===== src/sv/lfu_pkg.sv =====
`timescale 1ns / 1ps
`default_nettype none
// ----------------------------------------------------------------------------
// LFU cache package
// Shared types and constants for the cell chain and the top level.
// ----------------------------------------------------------------------------
package lfu_pkg;

    localparam int ENTRIES_DEFAULT = 16;
    localparam int CAP_RESET       = 16;
    localparam int KEY_W           = 32;
    localparam int DATA_W          = 32;
    localparam int COUNT_W         = 32;
    localparam int CFG_W           = 5;

    localparam logic [COUNT_W-1:0] COUNT_MAX = '1;
    localparam logic [COUNT_W-1:0] COUNT_ONE = COUNT_W'(1);

    localparam logic CMD_GET = 1'b0;
    localparam logic CMD_PUT = 1'b1;

    typedef enum logic [2:0] {
        OP_NONE   = 3'b001,
        OP_MOVE   = 3'b010,
        OP_INSERT = 3'b100
    } t_op;

    typedef struct packed {
        logic               valid;
        logic [KEY_W-1:0]   key;
        logic [DATA_W-1:0]  data;
        logic [COUNT_W-1:0] count;
    } t_entry;

    typedef struct packed {
        t_entry ent;
        logic   le;
    } t_link;

    typedef struct packed {
        logic               capture;
        logic [KEY_W-1:0]   match_key;
        t_op                op;
        logic [COUNT_W-1:0] thr;
        t_entry             new_ent;
    } t_cell_ctrl;

endpackage
`default_nettype wire


===== src/sv/lfu_cell.sv =====
`timescale 1ns / 1ps
`default_nettype none
// ----------------------------------------------------------------------------
// LFU cache cell
// Holds one entry of the eviction-ordered chain and shifts with its neighbors.
// ----------------------------------------------------------------------------
module lfu_cell #(
    parameter int IW  = 4,
    parameter int IDX = 0
) (
    input  wire                 i_clk,
    input  wire                 i_rst_n,
    input  wire lfu_pkg::t_cell_ctrl i_ctrl,
    input  wire  [IW-1:0]       i_hit_idx,
    input  wire lfu_pkg::t_link i_prev,
    input  wire lfu_pkg::t_link i_next,
    output lfu_pkg::t_link      o_link,
    output logic                o_hit
);

    localparam logic [IW-1:0] MY_IDX = IW'(IDX);

    lfu_pkg::t_entry r_ent;
    lfu_pkg::t_entry n_ent;
    logic            r_hit;
    logic            w_is_h;
    logic            w_le;

    always_comb begin
        w_is_h = (i_ctrl.op == lfu_pkg::OP_MOVE) && (i_hit_idx == MY_IDX);
        w_le   = r_ent.valid && ((r_ent.count <= i_ctrl.thr) || w_is_h);
    end

    always_comb begin
        n_ent = r_ent;
        unique case (i_ctrl.op)
            lfu_pkg::OP_MOVE: begin
                if (MY_IDX >= i_hit_idx) begin
                    if (i_next.le) begin
                        n_ent = i_next.ent;
                    end else if (w_le) begin
                        n_ent = i_ctrl.new_ent;
                    end
                end
            end
            lfu_pkg::OP_INSERT: begin
                if (!w_le) begin
                    if (i_prev.le) begin
                        n_ent = i_ctrl.new_ent;
                    end else if (i_prev.ent.valid) begin
                        n_ent = i_prev.ent;
                    end
                end
            end
            lfu_pkg::OP_NONE: begin
                n_ent = r_ent;
            end
            default: begin
                n_ent = r_ent;
            end
        endcase
    end

    always_ff @(posedge i_clk) begin
        if (!i_rst_n) begin
            r_ent.valid <= 1'b0;
            r_hit       <= 1'b0;
        end else begin
            r_ent <= n_ent;
            if (i_ctrl.capture) begin
                r_hit <= r_ent.valid && (r_ent.key == i_ctrl.match_key);
            end
        end
    end

    assign o_link.ent = r_ent;
    assign o_link.le  = w_le;
    assign o_hit      = r_hit;

endmodule
`default_nettype wire


===== config.mk =====
export PLATFORM = sky130hd
export DESIGN_NAME = lfu_cell
export DESIGN_NICKNAME = d
export VERILOG_FILES = /design/src/sv/lfu_pkg.sv /design/src/sv/lfu_cell.sv
export SDC_FILE = /design/constraint.sdc
export NUM_CORES = 1
export LEC_CHECK = 0
export ABC_CLOCK_PERIOD_IN_PS = 12500
export BUFFER_PORTS_ARGS = -buffer_cell sky130_fd_sc_hd__buf_4
export CAP_MARGIN = 20
export CORE_AREA = 2 2 183 185
export CTS_CLUSTER_SIZE = 8
export DETAILED_ROUTE_END_ITERATION = 8
export DIE_AREA = 0 0 185 187
export GPL_TIMING_DRIVEN = 0
export MAX_ROUTING_LAYER = met4
export PLACE_DENSITY = 0.55
export SETUP_SLACK_MARGIN = 0.1
export SLEW_MARGIN = 0
export SYNTH_ARGS = -nofsm -noshare
export SYNTH_HDL_FRONTEND = slang
export SYNTH_SLANG_ARGS = --single-unit

===== constraint.sdc =====
create_clock -name i_clk -period 12.5 [get_ports i_clk]
set_clock_uncertainty 0.15 [all_clocks]
set_input_delay 0 -clock i_clk [delete_from_list [all_inputs] [get_ports i_clk]]
set_output_delay 0 -clock i_clk [all_outputs]
set_load 0.02 [all_outputs]

==> results_tabular.tex, run 1 <==
\begin{tabular}{lr}
\hline
Metric & Value \\
\hline
\multicolumn{2}{l}{\textbf{Logic synthesis}} \\
Warnings from Yosys & 0 \\
Synthesis-stage register bit count & 98 \\
Average cell area after synthesis & around 9.5 sq um \\
Post-synth top area share & between 50\% and 60\% \\
Synth unique cells & 38 \\
Net count after synthesis & $\sim$1000 \\
Post-synthesis instance area & approximately 5700 sq um \\
Number of synthesized flops with an enable pin & 96 \\
Portion of the post-synthesis area used by sequential elements & 51.0\% \\
Area leader, netlist & edfxtp\_1 \\
Dominant register cell in the synthesized netlist & edfxtp\_1 \\
Async set-reset flop share out of synthesis & 0\% \\
Cells after synthesis & 602 \\
Largest cells by area after synthesis & edfxtp\_1, nor2\_1, o22ai\_1, ha\_1, xor2\_1 \\
\multicolumn{2}{l}{\textbf{Place}} \\
\# placed instances & 1516 \\
Post-DP HPWL & 22700 um \\
Gpl congestion & 0.896 \\
Buffers added on ports & 465 \\
\multicolumn{2}{l}{\textbf{Global routing}} \\
Initial antenna violation count & 0 \\
Global-route wire length before repair & about 42000 um \\
Pin count of the biggest net entering global routing & 51 \\
Overall overflow remaining after global route & 0 \\
Overall fraction of global-route tracks in use & 16.8\% \\
Vias in the first global route & 7884 \\
\multicolumn{2}{l}{\textbf{Clock network}} \\
Count of H-tree levels built during CTS & 3 \\
Count of instances resized after the clock tree is built & 0 \\
Clock tree from TritonCTS & done \\
Buffers from clock root to sink, at most & 2 \\
Clk\_lat worst skew & $\sim$0.35 ns \\
TritonCTS Buffers & 9 \\
Total clock sinks & 98 \\
Clock transition time at the flip-flop clock pins of the worst setup and hold paths & around 0.070 ns \\
CTS root buf & clkbuf\_16 \\
\multicolumn{2}{l}{\textbf{Floorplanning}} \\
Core outline area & between 30000 and 40000 sq um \\
DIE WIDTH & $\sim$190 um \\
I/O Pins & 466 \\
Floorplan die area & 34600 sq um \\
Initial core utilization & 17.4\% \\
Number of rows in the core area & between 60 and 70 \\
Die boundary height & approximately 190 um \\
\multicolumn{2}{l}{\textbf{Critical path}} \\
Startpoint of the most critical register-to-register path & o\_link[17] \\
Startpoint kind of the worst setup timing path & register \\
Crit path launch & o\_link[17] \\
CP Data Required Time & 12.38 ns \\
Classification of the worst setup path & register to register \\
Worst Reg-to-Reg Cells & 7 \\
Top fanout value on the critical path & 50 \\
Kind of end point of the critical path & register \\
CP Data Arrival Time & 3.47 ns \\
\multicolumn{2}{l}{\textbf{Worst hold path}} \\
Path class of the lowest-slack min-delay path & input port to register \\
Hold Path Stages & 4 \\
Hold\_sp & i\_next[44] \\
\multicolumn{2}{l}{\textbf{Route}} \\
Routed length per instance & about 17 um \\
WL final & approximately 29000 um \\
Initial DRT Pass Iterations & 5 \\
Post-route DRC & 0 \\
Post-detailed-route count of antenna-violating nets & 0 \\
Total number of vias & roughly 7300 \\
Average via count per standard cell & 4.24 \\
Iteration-0 DRC count of the detailed router & $\sim$330 \\
\multicolumn{2}{l}{\textbf{Run status}} \\
Result of the run & finished clean \\
\multicolumn{2}{l}{\textbf{STA}} \\
Worst slew pin tran & between 0.8 and 0.9 ns \\
Max Slew Vio Count & 0 \\
Post-Route Setup TNS & 0 ns \\
Worst slew margin & 46.7\% \\
Setup repair after global routing missed its margin & false \\
Fin. Hold Viols & 0 \\
Minimum period implied by the final worst setup slack & 3.60 ns \\
Finish-stage setup viols & 0 \\
Fmax & 0.278 GHz \\
Share of the clock period used by the worst path after layout & 28.8\% \\
\multicolumn{2}{l}{\textbf{Final layout}} \\
Layout Area Growth over Synthesis & 111\% \\
Cell Count, Final, Fillers Out & approximately 1700 \\
Fraction of final layout cells sized beyond drive strength 1 & 38.7\% \\
FILL cells & 3304 \\
Final Net Count & $\sim$1700 \\
Antenna diode count & 0 \\
\multicolumn{2}{l}{\textbf{Power}} \\
Maximum VDD drop & $\sim$0.000049 V \\
Power density normalized to cell area & between 70 and 80 nW/um\^{}2 \\
Static Leak & around 0.0053 uW \\
\multicolumn{2}{l}{\textbf{Job}} \\
Max cap viols & 0 \\
\hline
\end{tabular}
## synthesized netlist by cell type (2+ instances only)
| library cell | n |
|---|---|
| or4_1 | 2 |
| buf_4 | 2 |
| nor3_1 | 3 |
| buf_2 | 10 |
| dfxtp_1 | 2 |
| a21oi_1 | 15 |
| o22ai_1 | 96 |
| clkbuf_1 | 21 |
| edfxtp_1 | 96 |
| nand4_1 | 9 |
| nor2_1 | 198 |
| o21ai_0 | 6 |
| a221oi_1 | 2 |
| ha_1 | 32 |
| inv_1 | 35 |
| nand2b_1 | 3 |
| nor4_1 | 9 |
| nor2b_1 | 2 |
| xor2_1 | 31 |
| nand2_1 | 10 |
## placed cells by master (no fill, tap or decap), types with 2 or more instances in the layout
cell	n
a21oi_1	15
a221oi_1	2
buf_2	10
buf_4	467
clkbuf_1	24
clkbuf_16	9
clkinvlp_4	3
dfxtp_1	2
dlygate4sd3_1	197
edfxtp_1	96
ha_1	32
inv_1	35
nand2_1	10
nand2b_1	3
nand4_1	9
nor2_1	198
nor2b_1	2
nor3_1	3
nor4_1	9
o21ai_0	6
o22ai_1	96
or4_1	2
xor2_1	31
## per-layer routing
metal	track usage [%]	wire, um
met1	18.1	11400
met2	29.3	14700
met3	2.92	1760
met4	8.64	1370
met5	-	0
## cells by family after synthesis
logic type,Yosys count,synth area share (%)
AOI/OAI and AO/OA,129,14.3
xor gates and xnor gates,32,4.90
adders and majority gates,32,6.99
buffers and inverters,68,4.81
DFF,98,51.0
muxes,2,0.568
and+or+nand+nor,241,17.4
## sequential cells by signal, indices dropped and copies added, names as in the netlist
signal,count
o_link,97
o_hit,1
## final cells by class
class | instances | area (sq um) | area share (%)
timing repair buffer | 663 | 5490 | 45.5
sequential | 98 | 2920 | 24.2
multi-input combinational | 436 | 2540 | 21.0
tap | 448 | 561 | 4.64
clock buffer | 12 | 236 | 1.96
buffer | 33 | 144 | 1.19
inverter | 35 | 131 | 1.09
clock inverter | 4 | 52.6 | 0.435
## metrics by stage
stage / hold WS [ns] / setup WS (ns) / utilization [%] / instance area [sq um] / power (uW)
after global routing: 0.351 / 8.74 / 36.7 / 12100 / 1010
after floorplan: -0.0323 / 7.63 / - / 5730 / 472
after global placement: 0.134 / 6.14 / 29.8 / 9780 / 609
final: 0.358 / 8.90 / 36.7 / 12100 / 960
after CTS: 0.321 / 8.84 / 36.7 / 12100 / 975
after detailed placement: 0.143 / 8.86 / 29.9 / 9820 / 611
## final timing paths
kind                 to  slack [ns]
min reg2reg       o_hit        0.99
min          o_link[44]        0.36
max          o_link[59]        8.90
max reg2reg  o_link[59]        8.90
## repair_timing
item,4_1_cts,5_1_grt
hold endpoints to repair,98,0
hold buffers,197,0
buffers inserted,0,0
## power breakdown
part / internal [uW] / leakage, uW / switching (uW)
logic: 176 / 0.00429 / 114
clock network: 156 / 0.000129 / 132
registers: 376 / 0.000916 / 6.61
total: 708 / 0.00534 / 252
## critical path, cell delays in order (launching register included)
cell and delay, ns:
edfxtp_1 0.45, ha_1 0.32, nand4_1 0.12, or4_1 0.57, o31a_1 0.29, a31oi_2 0.25
o311a_4 0.72, buf_16 0.32
(Power assumes the default switching activity.)
==> run 2: changes to the inputs <==
ABC_AREA = 1   (was not set)
ABC_CLOCK_PERIOD_IN_PS = 3300   (was 12500)
CORE_AREA = 2 2 181 183   (was 2 2 183 185)
DIE_AREA = 0 0 183 185   (was 0 0 185 187)
PLACE_DENSITY = 0.63   (was 0.55)
clock period = 3.3 ns   (was 12.5 ns; I/O delays follow)
==> results_tabular.tex, run 2 <==
\begin{tabular}{lr}
\hline
Metric & Value \\
\hline
\multicolumn{2}{l}{\textbf{Place}} \\
Buffers added on ports & 464 (-0.22\%) \\
Gpl congestion & 0.959 (+7.0\%) \\
\# placed instances & 1867 (+23\%) \\
Post-DP HPWL & 28800 um (+27\%) \\
Placed Area & 11600 sq um (+19\%) \\
\multicolumn{2}{l}{\textbf{Final layout}} \\
Fin util & 46.0\% (+9.3 points) \\
Largest register FFs & 97 (unchanged) \\
Cell Count, Final, Fillers Out & 2165 (+25\%) \\
Antenna diode count & 0 (unchanged) \\
Top library cells by usage in the layout, fill and taps aside & buf\_4, dlygate4sd3\_1, nand2\_1, inv\_1, o21ai\_0 \\
Most common cell after layout, fill and taps aside & buf\_4 \\
Final Net Count & 2151 (+28\%) \\
Cell area after layout & 14800 sq um (+22\%) \\
FILL cells & 3125 (-5.4\%) \\
Layout Area Growth over Synthesis & 98.2\% \\
Fraction of final layout cells sized beyond drive strength 1 & 29.5\% (-9.2 points) \\
\multicolumn{2}{l}{\textbf{Global routing}} \\
Overall overflow remaining after global route & 0 (unchanged) \\
Initial antenna violation count & 0 (unchanged) \\
Global-route wire length before repair & 55600 um (+32\%) \\
Pin count of the biggest net entering global routing & 17 (-67\%) \\
Vias in the first global route & 10321 (+31\%) \\
Overall fraction of global-route tracks in use & 22.1\% (+5.3 points) \\
\multicolumn{2}{l}{\textbf{Critical path}} \\
CP most frequent cell & nand2\_1 \\
CP Data Arrival Time & 2.86 ns (-0.61 ns) \\
Crit path launch & o\_link[32] \\
Worst Reg-to-Reg Cells & 15 (+8) \\
Cells traversed along the worst timing path & ha\_1 > nand2\_1 > nor2\_1 > nand2\_1 > nor2\_1 > nand2\_1 > nand2\_1 > nand2\_2 > nand3\_2 > nand2\_2 > nor3\_4 > buf\_12 > buf\_16 > buf\_16 > buf\_16 \\
CP Data Required Time & 3.21 ns (-9.17 ns) \\
Classification of the worst setup path & register to register \\
Worst path slowest cell & edfxtp\_1 \\
Top fanout value on the critical path & 16 (-68\%) \\
Startpoint kind of the worst setup timing path & register \\
Critical Path Max Stage Delay & 0.41 ns (-0.31 ns) \\
Startpoint of the most critical register-to-register path & o\_link[32] \\
Kind of end point of the critical path & register \\
\multicolumn{2}{l}{\textbf{Logic synthesis}} \\
Net count after synthesis & 1388 (+39\%) \\
Async set-reset flop share out of synthesis & 0\% (unchanged) \\
Post-synth top area share & 38.7\% (-12 points) \\
Largest cells by area after synthesis & edfxtp\_1, nand2\_1, o211ai\_1, o21ai\_0, inv\_1 \\
Post-synthesis instance area & 7440 sq um (+30\%) \\
Number of synthesized flops with an enable pin & 96 (unchanged) \\
Dominant register cell in the synthesized netlist & edfxtp\_1 \\
Portion of the post-synthesis area used by sequential elements & 39.3\% (-12 points) \\
Average cell area after synthesis & 7.53 sq um (-21\%) \\
Synthesis-stage register bit count & 98 (unchanged) \\
Synth unique cells & 36 (-5.3\%) \\
Post-synth top cells & nand2\_1, inv\_1, o21ai\_0 \\
Cells after synthesis & 989 (+64\%) \\
Most frequently used cell type in the post-synthesis netlist & nand2\_1 \\
Area leader, netlist & edfxtp\_1 \\
Warnings from Yosys & 0 (unchanged) \\
\multicolumn{2}{l}{\textbf{Floorplanning}} \\
Die boundary height & 185 um (-1.1\%) \\
Number of rows in the core area & 66 (-1.5\%) \\
I/O Pins & 466 (unchanged) \\
Floorplan die area & 33900 sq um (-2.1\%) \\
Initial core utilization & 23.2\% (+5.8 points) \\
DIE WIDTH & 183 um (-1.1\%) \\
Core outline area & 32000 sq um (-2.5\%) \\
\multicolumn{2}{l}{\textbf{Clock network}} \\
Clock transition time at the flip-flop clock pins of the worst setup and hold paths & 0.08 ns (about the same) \\
TritonCTS Buffers & 9 (unchanged) \\
Buffers from clock root to sink, at most & 2 (unchanged) \\
Total clock sinks & 98 (unchanged) \\
CTS root buf & clkbuf\_16 \\
Count of instances resized after the clock tree is built & 0 (unchanged) \\
Clock tree from TritonCTS & done \\
Count of H-tree levels built during CTS & 3 (unchanged) \\
Clk\_lat worst skew & 0.35 ns (about the same) \\
\multicolumn{2}{l}{\textbf{Worst hold path}} \\
Path class of the lowest-slack min-delay path & input port to register \\
Hold\_sp & i\_next[21] \\
Hold Path Stages & 3 (-1) \\
\multicolumn{2}{l}{\textbf{STA}} \\
Worst slew pin tran & 0.829 ns (+0.0292 ns) \\
Minimum period implied by the final worst setup slack & 2.95 ns (-0.644 ns) \\
Worst slew margin & 44.7\% (-1.9 points) \\
Fmax & 0.339 GHz (+22\%) \\
Fin. Hold Viols & 0 (unchanged) \\
Post-Route Setup TNS & 0 ns (unchanged) \\
Finish-stage setup viols & 0 (unchanged) \\
Share of the clock period used by the worst path after layout & 89.5\% (+61 points) \\
Max Slew Vio Count & 0 (unchanged) \\
Setup repair after global routing missed its margin & false \\
\multicolumn{2}{l}{\textbf{Run status}} \\
Result of the run & finished clean \\
\multicolumn{2}{l}{\textbf{Route}} \\
Iteration-0 DRC count of the detailed router & 561 (+69\%) \\
Routed length per instance & 17.6 um (+4.0\%) \\
Total number of vias & 10240 (+40\%) \\
Initial DRT Pass Iterations & 5 (unchanged) \\
Post-route DRC & 0 (unchanged) \\
Post-detailed-route count of antenna-violating nets & 0 (unchanged) \\
Average via count per standard cell & 4.73 (+12\%) \\
WL final & 38200 um (+30\%) \\
\multicolumn{2}{l}{\textbf{Power}} \\
PnR Total Power & 3890 uW (+310\%) \\
Power density normalized to cell area & 264 nW/um\^{}2 (+230\%) \\
Static Leak & 0.00660 uW (+24\%) \\
Maximum VDD drop & 0.000245 V (+400\%) \\
\multicolumn{2}{l}{\textbf{Job}} \\
Max cap viols & 0 (unchanged) \\
\hline
\end{tabular}
run 2: changes by cell type after synthesis, moves of 6 or more:
cell and change:
inv_1 +123, o22ai_1 -91, nand2_1 +233, o21ai_0 +118
clkbuf_1 +16, buf_1 +10, xor2_1 -23, nor4_1 -9
buf_4 +7, nand3_1 +7, o21ai_1 +74, nor2_1 -178
xnor2_1 +6, o211ai_1 +95
run 2: cell families (layout without fill, tap and decap cells):
group / Yosys count / in the layout / share of synthesized area, %
AO/OA/AOI/OAI: 325 / 325 / 25.6
AND/OR/NAND/NOR: 293 / 293 / 15.8
buffers and inverters: 226 / 994 / 12.2
flip-flops: 98 / 98 / 39.3
adder cells (fa/ha/maj): 32 / 32 / 5.38
XOR/XNOR: 15 / 15 / 1.77
run 2: routing by layer:
layer,global-route usage (%),up-vias,share of wire (%)
met5,-,-,0
met4,8.99,0,4.1
met3,3.60,90,6.4
met2,38.0,506,49
met1,25.7,4764,40
li1,-,4880,-
run 2: final timing paths:
| check | end | slack [ns] |
|---|---|---|
| setup reg to reg | o_link[74] | 0.35 |
| hold / removal | o_link[21] | 0.006 |
| setup / recovery | o_link[74] | 0.35 |
| hold reg to reg | o_link[97] | 0.51 |
run 2: power breakdown:
group	total [uW]	internal (uW)	switching [uW]
sequential	1450	1430	24.2
combinational	1310	746	565
clock	1130	590	537
total	3890	2760	1130
run 2: area by class of cell:
cell class                 count  area [sq um]  share of cell area, %
timing repair buffer         752          6480                   43.9
multi-input combinational    665          3640                   24.7
sequential                    98          2920                   19.8
inverter                     161           604                   4.10
tap                          408           510                   3.46
buffer                        65           302                   2.04
clock buffer                   9           225                   1.53
clock inverter                 7          68.8                  0.466
run 2: critical path, delay by kind of cell (launching register included):
kind / cells / cell delay (ns)
AND/OR/NAND/NOR: 10 / 1.13
buffers and inverters: 4 / 0.62
flip-flops: 1 / 0.41
adder cells (fa/ha/maj): 1 / 0.32
run 2: repair_timing:
action                                 in CTS  in global routing
setup endpoints to repair                  46                 32
endpoints found under the hold margin      98                  0
buffers inserted                            2                  1
hold buffers                              279                  0
pin swaps                                   1                  0
run 2: per-stage QoR:
step / worst slack (ns) / hold WS (ns)
floorplan: -1.07 / -0.0287
global placement: -2.68 / 0.0874
detailed placement: -0.0547 / 0.0952
CTS: 0.263 / 0.000199
global route: 0.125 / 0.0226
finish: 0.348 / 0.00581
==> run 3: changes to the inputs <==
ABC_CLOCK_PERIOD_IN_PS = 3150   (was 3300)
CORE_AREA = 2 2 184 186   (was 2 2 181 183)
DIE_AREA = 0 0 186 188   (was 0 0 183 185)
PLACE_DENSITY = 0.6   (was 0.63)
clock period = 3.15 ns   (was 3.3 ns; I/O delays follow)
==> results_tabular.tex, run 3 (synthesized netlist as in run 2, its figures left out) <==
\begin{tabular}{lr}
\hline
Metric & Value \\
\hline
\multicolumn{2}{l}{\textbf{Run status}} \\
Result of the run & finished clean \\
\multicolumn{2}{l}{\textbf{Job}} \\
Max cap viols & 0 (unchanged) \\
\multicolumn{2}{l}{\textbf{Critical path}} \\
Kind of end point of the critical path & register \\
Worst Reg-to-Reg Cells & 12 (-3) \\
Reg-to-reg critical path endpoint & o\_link[59] \\
Top fanout value on the critical path & 18 (+2) \\
CP Data Required Time & 3.07 ns (-0.14 ns) \\
Register-to-register path setup slack & 0.23 ns (-0.12 ns) \\
CP Data Arrival Time & 2.84 ns (-0.02 ns) \\
Startpoint kind of the worst setup timing path & register \\
Startpoint of the most critical register-to-register path & o\_link[32] \\
Capture point of the critical path & o\_link[59] \\
Classification of the worst setup path & register to register \\
Crit path launch & o\_link[32] \\
\multicolumn{2}{l}{\textbf{Clock network}} \\
TritonCTS Buffers & 9 (unchanged) \\
Clock transition time at the flip-flop clock pins of the worst setup and hold paths & 0.08 ns (about the same) \\
Total clock sinks & 98 (unchanged) \\
Buffers from clock root to sink, at most & 2 (unchanged) \\
Clock tree from TritonCTS & done \\
Count of H-tree levels built during CTS & 3 (unchanged) \\
Clk\_lat worst skew & 0.37 ns (+0.02 ns) \\
CTS root buf & clkbuf\_16 \\
\multicolumn{2}{l}{\textbf{STA}} \\
Final-layout worst hold slack & 0.0608 ns (+0.0550 ns) \\
Worst slew pin tran & 0.955 ns (+0.126 ns) \\
Setup repair after global routing missed its margin & false \\
Share of the clock period used by the worst path after layout & 92.7\% (+3.3 points) \\
Fmax & 0.342 GHz (+1.1\%) \\
Worst slew margin & 36.3\% (-8.4 points) \\
Fin. Hold Viols & 0 (unchanged) \\
Minimum period implied by the final worst setup slack & 2.92 ns (-0.0314 ns) \\
Max Slew Vio Count & 0 (unchanged) \\
Finish-stage setup viols & 0 (unchanged) \\
\multicolumn{2}{l}{\textbf{Final layout}} \\
Layout Area Growth over Synthesis & 101\% \\
Antenna diode count & 0 (unchanged) \\
Fraction of final layout cells sized beyond drive strength 1 & 29.7\% (+0.13 points) \\
Fin util & 45.3\% (-0.78 points) \\
Largest register FFs & 97 (unchanged) \\
Most common cell after layout, fill and taps aside & buf\_4 \\
Final Net Count & 2170 (+0.88\%) \\
Top library cells by usage in the layout, fill and taps aside & buf\_4, dlygate4sd3\_1, nand2\_1, inv\_1, o21ai\_0 \\
\multicolumn{2}{l}{\textbf{Route}} \\
WL final & 39300 um (+3.0\%) \\
Iteration-0 DRC count of the detailed router & 729 (+30\%) \\
Post-detailed-route count of antenna-violating nets & 0 (unchanged) \\
Average via count per standard cell & 4.68 (-1.1\%) \\
Total number of vias & 10399 (+1.6\%) \\
Post-route DRC & 0 (unchanged) \\
Initial DRT Pass Iterations & 6 (+1) \\
Routed length per instance & 17.7 um (+0.29\%) \\
\multicolumn{2}{l}{\textbf{Floorplanning}} \\
DIE WIDTH & 186 um (+1.6\%) \\
Floorplan die area & 35000 sq um (+3.3\%) \\
Core outline area & 33100 sq um (+3.3\%) \\
I/O Pins & 466 (unchanged) \\
Die boundary height & 188 um (+1.6\%) \\
Number of rows in the core area & 67 (+1.5\%) \\
Initial core utilization & 22.5\% (-0.75 points) \\
\multicolumn{2}{l}{\textbf{Global routing}} \\
Global-route wire length before repair & 57800 um (+3.9\%) \\
Vias in the first global route & 10521 (+1.9\%) \\
Overall fraction of global-route tracks in use & 22.5\% (+0.40 points) \\
Pin count of the biggest net entering global routing & 21 (+4) \\
Overall overflow remaining after global route & 0 (unchanged) \\
Initial antenna violation count & 0 (unchanged) \\
\multicolumn{2}{l}{\textbf{Place}} \\
Buffers added on ports & 464 (unchanged) \\
Post-DP HPWL & 29400 um (+2.1\%) \\
Gpl congestion & 1.00 (+4.3\%) \\
\multicolumn{2}{l}{\textbf{Worst hold path}} \\
Path class of the lowest-slack min-delay path & input port to register \\
\multicolumn{2}{l}{\textbf{Power}} \\
Clock share of power & 31.2\% (+2.2 points) \\
Net switching component of the power & 1160 uW (+3.4\%) \\
Maximum VDD drop & 0.000238 V (-3.0\%) \\
Switching share of power & 27.6\% (-1.4 points) \\
Register share of total power & 36.1\% (-1.2 points) \\
Power density normalized to cell area & 282 nW/um\^{}2 (+6.9\%) \\
Fraction of power consumed by combinational cells & 32.8\% (-0.9 points) \\
Internal power & 3060 uW (+11\%) \\
Static Leak & 0.00666 uW (+0.98\%) \\
\hline
\end{tabular}
## run 3: cell count changes in the layout (fill, tap and decap cells not counted), moves of 2 or more
cell / change
nor2_1: -2
clkinv_4: -2
bufinv_16: +2
buf_4: +8
buf_16: -3
dlygate4sd3_1: +12
## run 3: layout make-up
type,count,area [sq um]
clock buffers,10,229
fillers,3243,18100
clock inverters,6,105
repair buffers,771,6610
multi-input cells,665,3650
flip-flops and latches,98,2920
inverters,161,604
plain buffers,65,302
well taps,448,561
## run 3: metrics by stage
step	setup slack (ns)	TNS, ns	cells	cell area [sq um]	power (uW)
floorplan	-1.22	-117.35	989	7470	1980
global placement	-2.79	-266.22	1901	11500	2560
detailed placement	-0.381	-15.04	1906	11600	2580
CTS	0.129	0	2216	14900	4220
global route	0.0954	0	2224	15000	4400
finish	0.229	0	2224	15000	4220
## run 3: timing repair
item | 4_1_cts | 5_1_grt
pin swaps | 1 | 1
gates cloned | 0 | 0
endpoints found under the setup margin | 85 | 68
hold buffers | 291 | 0
endpoints found under the hold margin | 98 | 0
buffers inserted | 3 | 8
gates resized for setup | 2 | 4
## run 3: routing by layer
layer,share of wire [%],global-route usage (%),vias to the layer above
met2,49,37.9,512
met3,6.3,2.49,98
li1,-,-,4911
met1,41,27.0,4878
met4,3.7,9.69,0
met5,0,-,-
## run 3: power by group through the flow
stage	Sequential, uW	Clock, uW	Combinational, uW
after floorplan	1590	0	390
after global placement	1550	0	1010
after detailed placement	1550	0	1030
after CTS	1520	1350	1350
after global routing	1530	1380	1500
final	1520	1320	1380
## run 3: worst min path at each step
stage	from	endpoint	slack (ns)	cells after the start
global route	i_next[1]	o_link[1]	0.07	3
floorplan	i_rst_n	o_link[97]	-0.03	2
detailed placement	i_rst_n	o_link[97]	0.10	3
finish	i_prev[97]	o_link[97]	0.06	7
CTS	i_next[1]	o_link[1]	0.04	3
global placement	i_rst_n	o_link[97]	0.1	3
## run 3: critical path, stage by stage, from the launching register on
cell	delay (ns)
edfxtp_1	0.40
ha_1	0.34
nand2_1	0.15
o21a_1	0.22
nand2_1	0.11
a21oi_1	0.14
nand2_1	0.09
nand2_2	0.09
a21boi_2	0.08
nor3_4	0.29
clkbuf_16	0.22
buf_16	0.16
buf_16	0.17
